## config.mk

```make
export PLATFORM = sky130hd
export DESIGN_NAME = heater_pid_with_feedforward
export DESIGN_NICKNAME = d
export VERILOG_FILES = /design/src/rtl/core/hpid_pkg.sv /design/src/rtl/core/hpid_hist.sv /design/src/rtl/core/heater_pid_with_feedforward.sv
export SDC_FILE = /design/constraint.sdc
export NUM_CORES = 2
export LEC_CHECK = 0
export ABC_CLOCK_PERIOD_IN_PS = 9500
export BUFFER_PORTS_ARGS = -buffer_cell sky130_fd_sc_hd__buf_2
export CORE_MARGIN = 2
export CORE_UTILIZATION = 40
export DETAILED_ROUTE_END_ITERATION = 10
export SYNTH_ARGS = -nofsm -noshare
export SYNTH_HDL_FRONTEND = slang
export SYNTH_SLANG_ARGS = --single-unit
```

## constraint.sdc

```tcl
create_clock -name i_clk -period 9.5 [get_ports i_clk]
set_input_delay 1.9 -clock i_clk [delete_from_list [all_inputs] [get_ports i_clk]]
set_output_delay 1.9 -clock i_clk [all_outputs]
set_load 0.02 [all_outputs]
```

## src/rtl/core/hpid_pkg.sv

```systemverilog
// Shared types and constants for the heater PID controller with feedforward.
`default_nettype none

package hpid_pkg;

    localparam int HPID_HISTORY_DEPTH = 8;
    localparam int LOOP_HZ            = 5;
    localparam int DUTY_MAX           = 100;
    localparam int GAIN_SCALE         = 4096;
    localparam int DEN_BASE           = GAIN_SCALE * LOOP_HZ;

    localparam int TEMP_W     = 16;
    localparam int GAIN_W     = 16;
    localparam int ERR_W      = TEMP_W + 1;
    localparam int INTEG_W    = 24;
    localparam int LIMIT_W    = 23;
    localparam int DUTY_W     = 7;
    localparam int CFG_IDX_W  = 3;
    localparam int CFG_DATA_W = 23;

    typedef enum logic [CFG_IDX_W-1:0] {
        CFG_TARGET_TEMP = 3'd0,
        CFG_PROP_GAIN   = 3'd1,
        CFG_INTEG_GAIN  = 3'd2,
        CFG_DERIV_GAIN  = 3'd3,
        CFG_FWD_GAIN    = 3'd4,
        CFG_FWD_BIAS    = 3'd5,
        CFG_INTEG_LIMIT = 3'd6
    } t_cfg_idx;

    typedef enum logic [2:0] {
        S_IDLE,
        S_ERR,
        S_INT,
        S_MUL,
        S_CHK,
        S_DIV,
        S_DONE
    } t_state;

endpackage

`default_nettype wire

```

## src/rtl/core/hpid_hist.sv

```systemverilog
// Temperature history ring with write pointer, valid bits and registered read.
`default_nettype none

module hpid_hist
    import hpid_pkg::*;
#(
    parameter int DEPTH = HPID_HISTORY_DEPTH
) (
    input  wire logic              i_clk,
    input  wire logic              i_rst_n,
    input  wire logic              i_push,
    input  wire logic [TEMP_W-1:0] i_data,
    output logic      [TEMP_W-1:0] o_old
);

    localparam int PW = $clog2(DEPTH);
    localparam logic [PW-1:0] LAST = PW'(DEPTH - 1);

    logic [TEMP_W-1:0] r_mem [DEPTH];
    logic [DEPTH-1:0]  r_vld;
    logic [PW-1:0]     r_pos;
    logic [TEMP_W-1:0] r_rd_data;
    logic              r_rd_vld;
    logic [PW-1:0]     w_next;

    assign w_next = (r_pos == LAST) ? '0 : r_pos + 1'b1;

    always_ff @(posedge i_clk) begin
        if (!i_rst_n) begin
            r_pos    <= '0;
            r_vld    <= '0;
            r_rd_vld <= 1'b0;
        end else if (i_push) begin
            r_pos        <= w_next;
            r_vld[r_pos] <= 1'b1;
            r_rd_vld     <= r_vld[w_next];
        end
    end

    always_ff @(posedge i_clk) begin
        if (i_push) begin
            r_mem[r_pos] <= i_data;
            r_rd_data    <= r_mem[w_next];
        end
    end

    // An entry never written reads as zero, which means no history.
    assign o_old = r_rd_vld ? r_rd_data : '0;

endmodule

`default_nettype wire

```

## src/rtl/core/heater_pid_with_feedforward.sv

```systemverilog
// A failed read is accepted and completes with no result; a zero setpoint goes
// straight to the result state, and a normal sample passes the error, integrator,
// multiply, check and divide states (no divide when the sum is not positive or
// saturates at full duty). The four terms share one multiplier, and a new sample
// is taken only in the idle state, after the last result is loaded; a stalled result delays the next.
// Reset clears configuration, integrator, history and all control state.
`default_nettype none

module heater_pid_with_feedforward
    import hpid_pkg::*;
#(
    parameter int HISTORY_DEPTH = HPID_HISTORY_DEPTH
) (
    input  wire logic                         i_clk,
    input  wire logic                         i_rst_n,
    input  wire logic                         i_cfg_valid,
    output logic                              o_cfg_ready,
    input  wire logic         [CFG_IDX_W-1:0]  i_cfg_index,
    input  wire logic         [CFG_DATA_W-1:0] i_cfg_data,
    input  wire logic                         i_in_valid,
    output logic                              o_in_ready,
    input  wire logic signed  [TEMP_W-1:0]    i_temperature,
    input  wire logic                         i_reading_ok,
    output logic                              o_out_valid,
    input  wire logic                         i_out_ready,
    output logic              [DUTY_W-1:0]    o_duty_percent,
    output logic                              o_disabled
);

    localparam int SPAN    = HISTORY_DEPTH - 1;
    localparam int SPAN_W  = $clog2(HISTORY_DEPTH);
    localparam int OP_W    = INTEG_W + 1 + SPAN_W;
    localparam int PROD_W  = OP_W + GAIN_W;
    localparam int SUM_W   = PROD_W + 2;
    localparam int GAIN_SH = $clog2(GAIN_SCALE);
    localparam int QDIV    = LOOP_HZ * SPAN;
    localparam int QX_W    = $clog2(DUTY_MAX * QDIV);
    localparam int QSH     = QX_W + $clog2(QDIV);
    localparam int QP_W    = 2 * QX_W + 1;

    localparam logic signed [OP_W-1:0]  K_PF  = OP_W'(LOOP_HZ * SPAN);
    localparam logic signed [OP_W-1:0]  K_I   = OP_W'(SPAN);
    localparam logic signed [OP_W-1:0]  K_D   = OP_W'(LOOP_HZ * LOOP_HZ);
    localparam logic signed [SUM_W-1:0] FULL  = SUM_W'(DUTY_MAX * DEN_BASE * SPAN);
    localparam logic [DUTY_W-1:0]       DMAX  = DUTY_W'(DUTY_MAX);
    localparam logic [QX_W:0]           QMUL  =
        (QX_W+1)'(((longint'(1) <<< QSH) + QDIV - 1) / QDIV);

    t_state r_state;
    t_state n_state;

    logic signed [TEMP_W-1:0]  r_target;
    logic signed [GAIN_W-1:0]  r_prop_gain;
    logic signed [GAIN_W-1:0]  r_integ_gain;
    logic signed [GAIN_W-1:0]  r_deriv_gain;
    logic signed [GAIN_W-1:0]  r_fwd_gain;
    logic signed [TEMP_W-1:0]  r_fwd_bias;
    logic        [LIMIT_W-1:0] r_integ_limit;

    logic signed [INTEG_W-1:0] r_integ;
    logic signed [TEMP_W-1:0]  r_temp;
    logic signed [ERR_W-1:0]   r_err;
    logic signed [ERR_W-1:0]   r_ffd;
    logic signed [ERR_W-1:0]   r_dtemp;
    logic [2:0]                r_step;

    logic signed [OP_W-1:0]    r_op_a;
    logic signed [GAIN_W-1:0]  r_op_b;
    logic                      r_opv;
    logic signed [PROD_W-1:0]  r_prod;
    logic                      r_prodv;
    logic signed [SUM_W-1:0]   r_sum;

    logic [DUTY_W-1:0]         r_res_duty;
    logic                      r_res_dis;
    logic                      r_out_valid;
    logic [DUTY_W-1:0]         r_out_duty;
    logic                      r_out_dis;

    logic                      w_accept;
    logic                      w_hist_push;
    logic                      w_issue;
    logic                      w_out_load;
    logic [TEMP_W-1:0]         w_old;
    logic signed [ERR_W-1:0]   w_old_s;
    logic signed [INTEG_W:0]   w_acc_raw;
    logic signed [INTEG_W:0]   w_lim;
    logic signed [INTEG_W:0]   w_acc;
    logic signed [OP_W-1:0]    w_op_a;
    logic signed [GAIN_W-1:0]  w_op_b;
    logic                      w_sum_pos;
    logic [QX_W-1:0]           w_qx;
    logic [QP_W-1:0]           w_qprod;

    hpid_hist #(
        .DEPTH (HISTORY_DEPTH)
    ) u_hist (
        .i_clk   (i_clk),
        .i_rst_n (i_rst_n),
        .i_push  (w_hist_push),
        .i_data  (r_temp),
        .o_old   (w_old)
    );

    assign o_cfg_ready = 1'b1;

    always_ff @(posedge i_clk) begin
        if (!i_rst_n) begin
            r_target      <= '0;
            r_prop_gain   <= '0;
            r_integ_gain  <= '0;
            r_deriv_gain  <= '0;
            r_fwd_gain    <= '0;
            r_fwd_bias    <= '0;
            r_integ_limit <= '0;
        end else if (i_cfg_valid) begin
            unique case (t_cfg_idx'(i_cfg_index))
                CFG_TARGET_TEMP: r_target      <= i_cfg_data[TEMP_W-1:0];
                CFG_PROP_GAIN:   r_prop_gain   <= i_cfg_data[GAIN_W-1:0];
                CFG_INTEG_GAIN:  r_integ_gain  <= i_cfg_data[GAIN_W-1:0];
                CFG_DERIV_GAIN:  r_deriv_gain  <= i_cfg_data[GAIN_W-1:0];
                CFG_FWD_GAIN:    r_fwd_gain    <= i_cfg_data[GAIN_W-1:0];
                CFG_FWD_BIAS:    r_fwd_bias    <= i_cfg_data[TEMP_W-1:0];
                CFG_INTEG_LIMIT: r_integ_limit <= i_cfg_data[LIMIT_W-1:0];
                default: begin
                end
            endcase
        end
    end

    assign w_sum_pos = !r_sum[SUM_W-1] && (r_sum != '0);

    always_comb begin
        n_state = r_state;
        unique case (r_state)
            S_IDLE: begin
                if (i_in_valid && i_reading_ok) begin
                    n_state = (r_target == '0) ? S_DONE : S_ERR;
                end
            end
            S_ERR: n_state = S_INT;
            S_INT: n_state = S_MUL;
            S_MUL: begin
                if (r_step == 3'd5) begin
                    n_state = S_CHK;
                end
            end
            S_CHK: begin
                if (w_sum_pos && r_sum < FULL) begin
                    n_state = S_DIV;
                end else begin
                    n_state = S_DONE;
                end
            end
            S_DIV: n_state = S_DONE;
            S_DONE: begin
                if (!r_out_valid || i_out_ready) begin
                    n_state = S_IDLE;
                end
            end
            default: n_state = S_IDLE;
        endcase
    end

    always_comb begin
        o_in_ready  = 1'b0;
        w_hist_push = 1'b0;
        w_issue     = 1'b0;
        w_out_load  = 1'b0;
        unique case (r_state)
            S_IDLE: o_in_ready  = 1'b1;
            S_ERR:  w_hist_push = 1'b1;
            S_MUL:  w_issue     = ~r_step[2];
            S_DONE: w_out_load  = ~r_out_valid | i_out_ready;
            default: begin
            end
        endcase
    end

    assign w_accept = i_in_valid & o_in_ready;

    always_ff @(posedge i_clk) begin
        if (!i_rst_n) begin
            r_state <= S_IDLE;
        end else begin
            r_state <= n_state;
        end
    end

    assign w_old_s   = ERR_W'($signed(w_old));
    assign w_acc_raw = (INTEG_W+1)'(r_integ) + (INTEG_W+1)'(r_err);
    assign w_lim     = $signed({2'b00, r_integ_limit});

    always_comb begin
        if (w_acc_raw < -w_lim) begin
            w_acc = -w_lim;
        end else if (w_acc_raw > w_lim) begin
            w_acc = w_lim;
        end else begin
            w_acc = w_acc_raw;
        end
    end

    // Operands are scaled by constants so that every term sits over one denominator.
    always_comb begin
        unique case (r_step[1:0])
            2'd0: begin
                w_op_a = OP_W'(r_err) * K_PF;
                w_op_b = r_prop_gain;
            end
            2'd1: begin
                w_op_a = OP_W'(r_ffd) * K_PF;
                w_op_b = r_fwd_gain;
            end
            2'd2: begin
                w_op_a = OP_W'(r_integ) * K_I;
                w_op_b = r_integ_gain;
            end
            2'd3: begin
                w_op_a = OP_W'(r_dtemp) * K_D;
                w_op_b = r_deriv_gain;
            end
            default: begin
                w_op_a = '0;
                w_op_b = '0;
            end
        endcase
    end

    // The gain scale is a power of two and is shifted out first; the rest of the
    // denominator is removed by multiplying with its rounded-up reciprocal.
    assign w_qx    = r_sum[GAIN_SH +: QX_W];
    assign w_qprod = QP_W'(w_qx) * QP_W'(QMUL);

    always_ff @(posedge i_clk) begin
        if (!i_rst_n) begin
            r_integ <= '0;
            r_step  <= '0;
            r_opv   <= 1'b0;
            r_prodv <= 1'b0;
        end else begin
            r_opv   <= w_issue;
            r_prodv <= r_opv;
            unique case (r_state)
                S_INT:   begin
                    r_integ <= w_acc[INTEG_W-1:0];
                    r_step  <= '0;
                end
                S_MUL:   r_step <= r_step + 3'd1;
                default: begin
                end
            endcase
        end
    end

    always_ff @(posedge i_clk) begin
        if (w_accept) begin
            r_temp     <= i_temperature;
            r_res_duty <= '0;
            r_res_dis  <= 1'b1;
        end
        if (r_state == S_ERR) begin
            r_err <= ERR_W'(r_target) - ERR_W'(r_temp);
            r_ffd <= ERR_W'(r_target) - ERR_W'(r_fwd_bias);
        end
        if (r_state == S_INT) begin
            r_dtemp <= (w_old == '0) ? '0 : ERR_W'(r_temp) - w_old_s;
            r_sum   <= '0;
        end
        if (w_issue) begin
            r_op_a <= w_op_a;
            r_op_b <= w_op_b;
        end
        if (r_opv) begin
            r_prod <= r_op_a * r_op_b;
        end
        if (r_prodv) begin
            r_sum <= r_sum + SUM_W'(r_prod);
        end
        if (r_state == S_CHK) begin
            r_res_dis  <= 1'b0;
            r_res_duty <= w_sum_pos ? DMAX : '0;
        end
        if (r_state == S_DIV) begin
            r_res_duty <= w_qprod[QSH +: DUTY_W];
        end
        if (w_out_load) begin
            r_out_duty <= r_res_duty;
            r_out_dis  <= r_res_dis;
        end
    end

    always_ff @(posedge i_clk) begin
        if (!i_rst_n) begin
            r_out_valid <= 1'b0;
        end else if (w_out_load) begin
            r_out_valid <= 1'b1;
        end else if (i_out_ready) begin
            r_out_valid <= 1'b0;
        end
    end

    assign o_out_valid    = r_out_valid;
    assign o_duty_percent = r_out_duty;
    assign o_disabled     = r_out_dis;

`ifndef SYNTHESIS
    a_integ_clamped: assert property (@(posedge i_clk) disable iff (!i_rst_n)
        (r_state == S_MUL && r_step == 3'd0) |->
        ((INTEG_W+1)'(r_integ) <= w_lim && (INTEG_W+1)'(r_integ) >= -w_lim))
        else $error("integrator outside its clamp after update");

    a_result_range: assert property (@(posedge i_clk) disable iff (!i_rst_n)
        o_out_valid |-> (o_duty_percent <= DMAX && (!o_disabled || o_duty_percent == '0)))
        else $error("result duty out of range or disabled with nonzero duty");

    a_done_loads: assert property (@(posedge i_clk) disable iff (!i_rst_n)
        w_out_load |=> (o_out_valid && r_state == S_IDLE))
        else $error("finished result not presented");

    a_mul_in_pass: assert property (@(posedge i_clk) disable iff (!i_rst_n)
        r_prodv |-> (r_state == S_MUL))
        else $error("multiplier result outside the multiply pass");
`endif

endmodule

`default_nettype wire

```

==> impl_metrics.yaml <==
outcome:
  status: "completed"
synthesis:
  syn-instance-count: 5520
  syn_area_sq_um: 52540
  syn-num-nets: 6669
  synthFlopType: "edfxtp_1"
  ys_seq_area_share_pct: 26.86
  synthXorXnorAreaFrac_pct: 3.884
  syn_avg_cell_area_sq_um: 9.517
  ys_async_sr_fraction_pct: 0
  synth-compound-area-share_pct: 12.21
  ys_types: 83
  synth_edf_count: 360
  ys_warn_count: 0
  synth.ff_latch_count: 525
  synth-adder-area-share_pct: 33.88
  synth_mux_area_share_pct: 1.955
  synth-simple-area-share_pct: 12.88
  synth_top_family_by_area: "adder cells"
critical_path:
  path_max_fanout: 28
  crit_start: "r_op_b[10]"
  reg2reg_from: "r_op_b[10]"
  crit_required_ns: 9.93
  reg2reg_depth: 21
  cp-start-kind: "flop"
  worst_setup_path_end_kind: "flop"
  crit_arrival_ns: 8.11
  rr_endpoint: "r_prod[41]"
  r2r_slack_ns: 1.81
  crit_type: "flop to flop"
global_routing:
  grt_pass1_vias: 38560
  antenna_found_initial: 3
  met1_usage_pct: 26.03
  grt-ovfl-total: 0
  grt_util_met2_pct: 31.92
  grt_pass1_wl_um: 210000
  grt_max_degree: 91
  grt_usage_pct: 19.54
  busiest_layer: "met2"
  use_met3_pct: 3.526
floorplan:
  io_pins: 59
  die_area_sq_um: 134300
  die_y_um: 366.4
  rows: 132
  die_x_um: 366.4
  start_util_pct: 40.42
  core_region_area_sq_um: 130000
placement:
  dp_hpwl_um: 102500
  place_ws_ns: 1.831
  gp_congestion: 0.8876
  io_buffers: 57
timing:
  finalClockSkew_ns: 0.06425
  relSlewSlack_pct: 22.66
  worst_pin_slew_ns: 1.156
  hold_viol_final: 0
  maxSlewViolCount: 0
  fmax_mhz: 130.1
  final.min_clock_period_ns: 7.687
  period_share_pct: 80.91
  rsz0062_at_grt: "false"
  fin_worst_hold_slack_ns: 0.4214
  finalSetupTns_ns: 0
  setup_ws_ns: 1.813
  setup_viol: 0
routing:
  num_vias: 37890
  routedWlPerCell_um: 18.05
  vias_per_cell: 5.199
  drt-pass1-iter-count: 8
  drt_wl_total_um: 131500
  drt_iter0_drc: 2457
  drc: 0
  drtAntennaViolNets: 0
clock_network:
  post_cts_resized: 0
  cts_made_buffers: 59
  htreeDepth: 2
  root_buffer: "clkbuf_16"
  clk_pin_slew_ns: 0.06
  tritoncts: "built"
  cts_sinks: 525
  cts_hold_buffers: 0
  cts_setup_buffers: 0
  cts_buffer_depth: 3
  clock_latency_ns: 0.70
layout:
  antennaDiodeCount: 0
  fillers: 12670
  nets: 6643
  fin_util_pct: 43.61
  drive_gt1_share_pct: 4.472
  syn2layout_area_growth_pct: 7.895
worst_hold_path:
  min_to: "o_duty_percent[2]"
  holdCritPathClass: "flop to flop"
  min-delay-start: "r_res_duty[2]"
  hold_depth: 0
flow_run:
  drv_cap: 0
## worst max-delay path, stage by stage (launching register included)
cell      delay, ns
edfxtp_1       1.02
nand2_1        0.20
fa_1           0.58
inv_1          0.06
fa_1           0.50
fa_1           0.53
fa_1           0.52
fa_1           0.54
inv_1          0.06
fa_1           0.53
inv_1          0.04
ha_1           0.39
and3_1         0.22
a22o_1         0.20
a2111o_1       0.37
a22o_1         0.27
a221o_1        0.45
a21o_1         0.22
a211o_1        0.30
a21oi_1        0.22
o21ai_1        0.09
o311a_1        0.12
## metrics by stage
step	instance area, sq um	instances
floorplan	52540	5520
global placement	54650	7175
detailed placement	54650	7175
CTS	56680	7287
global route	56680	7287
finish	56680	7287
## metal layers
metal / vias to the layer above / routed length (um)
li1: 18250 / -
met1: 18510 / 58840
met2: 907 / 60070
met3: 213 / 8204
met4: 0 / 4419
met5: - / 0
## area by class of cell
cell class | count | area, sq um | share of cell area, %
clock buffers | 82 | 1673 | 2.951
clock inverters | 30 | 360.3 | 0.6357
inverters | 980 | 3679 | 6.490
multi-input cells | 3834 | 34110 | 60.18
flip-flops and latches | 525 | 14110 | 24.90
well taps | 1742 | 2180 | 3.845
repair buffers | 94 | 565.5 | 0.9977
## cells in the final DEF (no fill, tap or decap), drive strengths merged, types with 25 or more instances in the layout
| cell | netlist | layout |
|---|---|---|
| inv | 980 | 981 |
| nand2 | 670 | 670 |
| ha | 565 | 565 |
| fa | 536 | 536 |
| edfxtp | 360 | 360 |
| nor2 | 253 | 253 |
| a21oi | 235 | 235 |
| and2 | 190 | 190 |
| xnor2 | 165 | 165 |
| dfxtp | 165 | 165 |
| o21ai | 152 | 152 |
| a21boi | 134 | 134 |
| buf | 20 | 94 |
| a21o | 92 | 92 |
| clkbuf | 161 | 82 |
| xor2 | 68 | 68 |
| nor3 | 65 | 65 |
| nand3 | 62 | 62 |
| mux2i | 52 | 52 |
| nand2b | 47 | 47 |
| o21a | 44 | 44 |
| nor2b | 40 | 40 |
| a211oi | 33 | 33 |
| nor4 | 28 | 28 |
| a222oi | 26 | 26 |
| and3 | 25 | 25 |
| a31oi | 25 | 25 |
## flip-flops by register name, indices dropped and copies added (netlist names), 17 cells and up
name and flops:
r_integ_limit 23, r_integ 24, r_dtemp 17, r_sum 46, r_op_a 28, u_hist.r_mem 128
r_ffd 17, r_err 17, r_prod 44
## worst max path at each step
stage                     slack, ns    endpoint  cells after the start
after floorplan                2.47  r_prod[43]                     24
after global placement         1.91  r_prod[43]                     21
after detailed placement       1.83  r_prod[43]                     21
after CTS                      1.81  r_prod[43]                     21
after global routing           1.44  r_prod[43]                     21
final                          1.81  r_prod[41]                     21
## logic make-up (layout without fill, tap and decap cells)
family                   Yosys count  count (layout)
adder cells (fa/ha/maj)         1101            1101
buffers and inverters           1161            1186
AND/OR/NAND/NOR                 1467            1467
flip-flops                       525             525
multiplexers                      80              80
AO/OA/AOI/OAI                    952             952
other                              1               1
XOR/XNOR                         233             233
## synth_stat cells (11+ instances only)
| master | instances | area (sq um) |
|---|---|---|
| inv_1 | 979 | 3675 |
| nand2_1 | 670 | 2515 |
| ha_1 | 565 | 7069 |
| fa_1 | 536 | 10730 |
| edfxtp_1 | 360 | 10810 |
| nor2_1 | 253 | 949.7 |
| a21oi_1 | 234 | 1171 |
| and2_1 | 190 | 1189 |
| dfxtp_1 | 165 | 3303 |
| xnor2_1 | 165 | 1445 |
| clkbuf_1 | 161 | 604.3 |
| a21boi_0 | 129 | 968.4 |
| o21ai_0 | 110 | 550.5 |
| a21o_1 | 92 | 690.7 |
| xor2_1 | 68 | 595.6 |
| nor3_1 | 64 | 320.3 |
| nand3_1 | 62 | 310.3 |
| mux2i_1 | 52 | 520.5 |
| nand2b_1 | 47 | 294.0 |
| o21a_1 | 44 | 330.3 |
| o21ai_1 | 42 | 210.2 |
| nor2b_1 | 40 | 250.2 |
| a211oi_1 | 33 | 247.7 |
| nor4_1 | 28 | 175.2 |
| a222oi_1 | 26 | 260.3 |
| and3_1 | 25 | 156.4 |
| a31oi_1 | 24 | 150.1 |
| nand4_1 | 23 | 143.9 |
| o221ai_1 | 23 | 201.4 |
| o211ai_1 | 20 | 150.1 |
| o21bai_1 | 19 | 142.6 |
| o22ai_1 | 19 | 118.9 |
| or3_1 | 18 | 112.6 |
| mux4_2 | 17 | 382.9 |
| buf_1 | 14 | 52.55 |
| a221oi_1 | 11 | 96.34 |
| o31ai_1 | 11 | 82.58 |
| or2_2 | 11 | 68.82 |
Power is left out: the tool's default activity adds up to more than one toggle a clock period on the data nets, which glitch-free logic cannot reach.
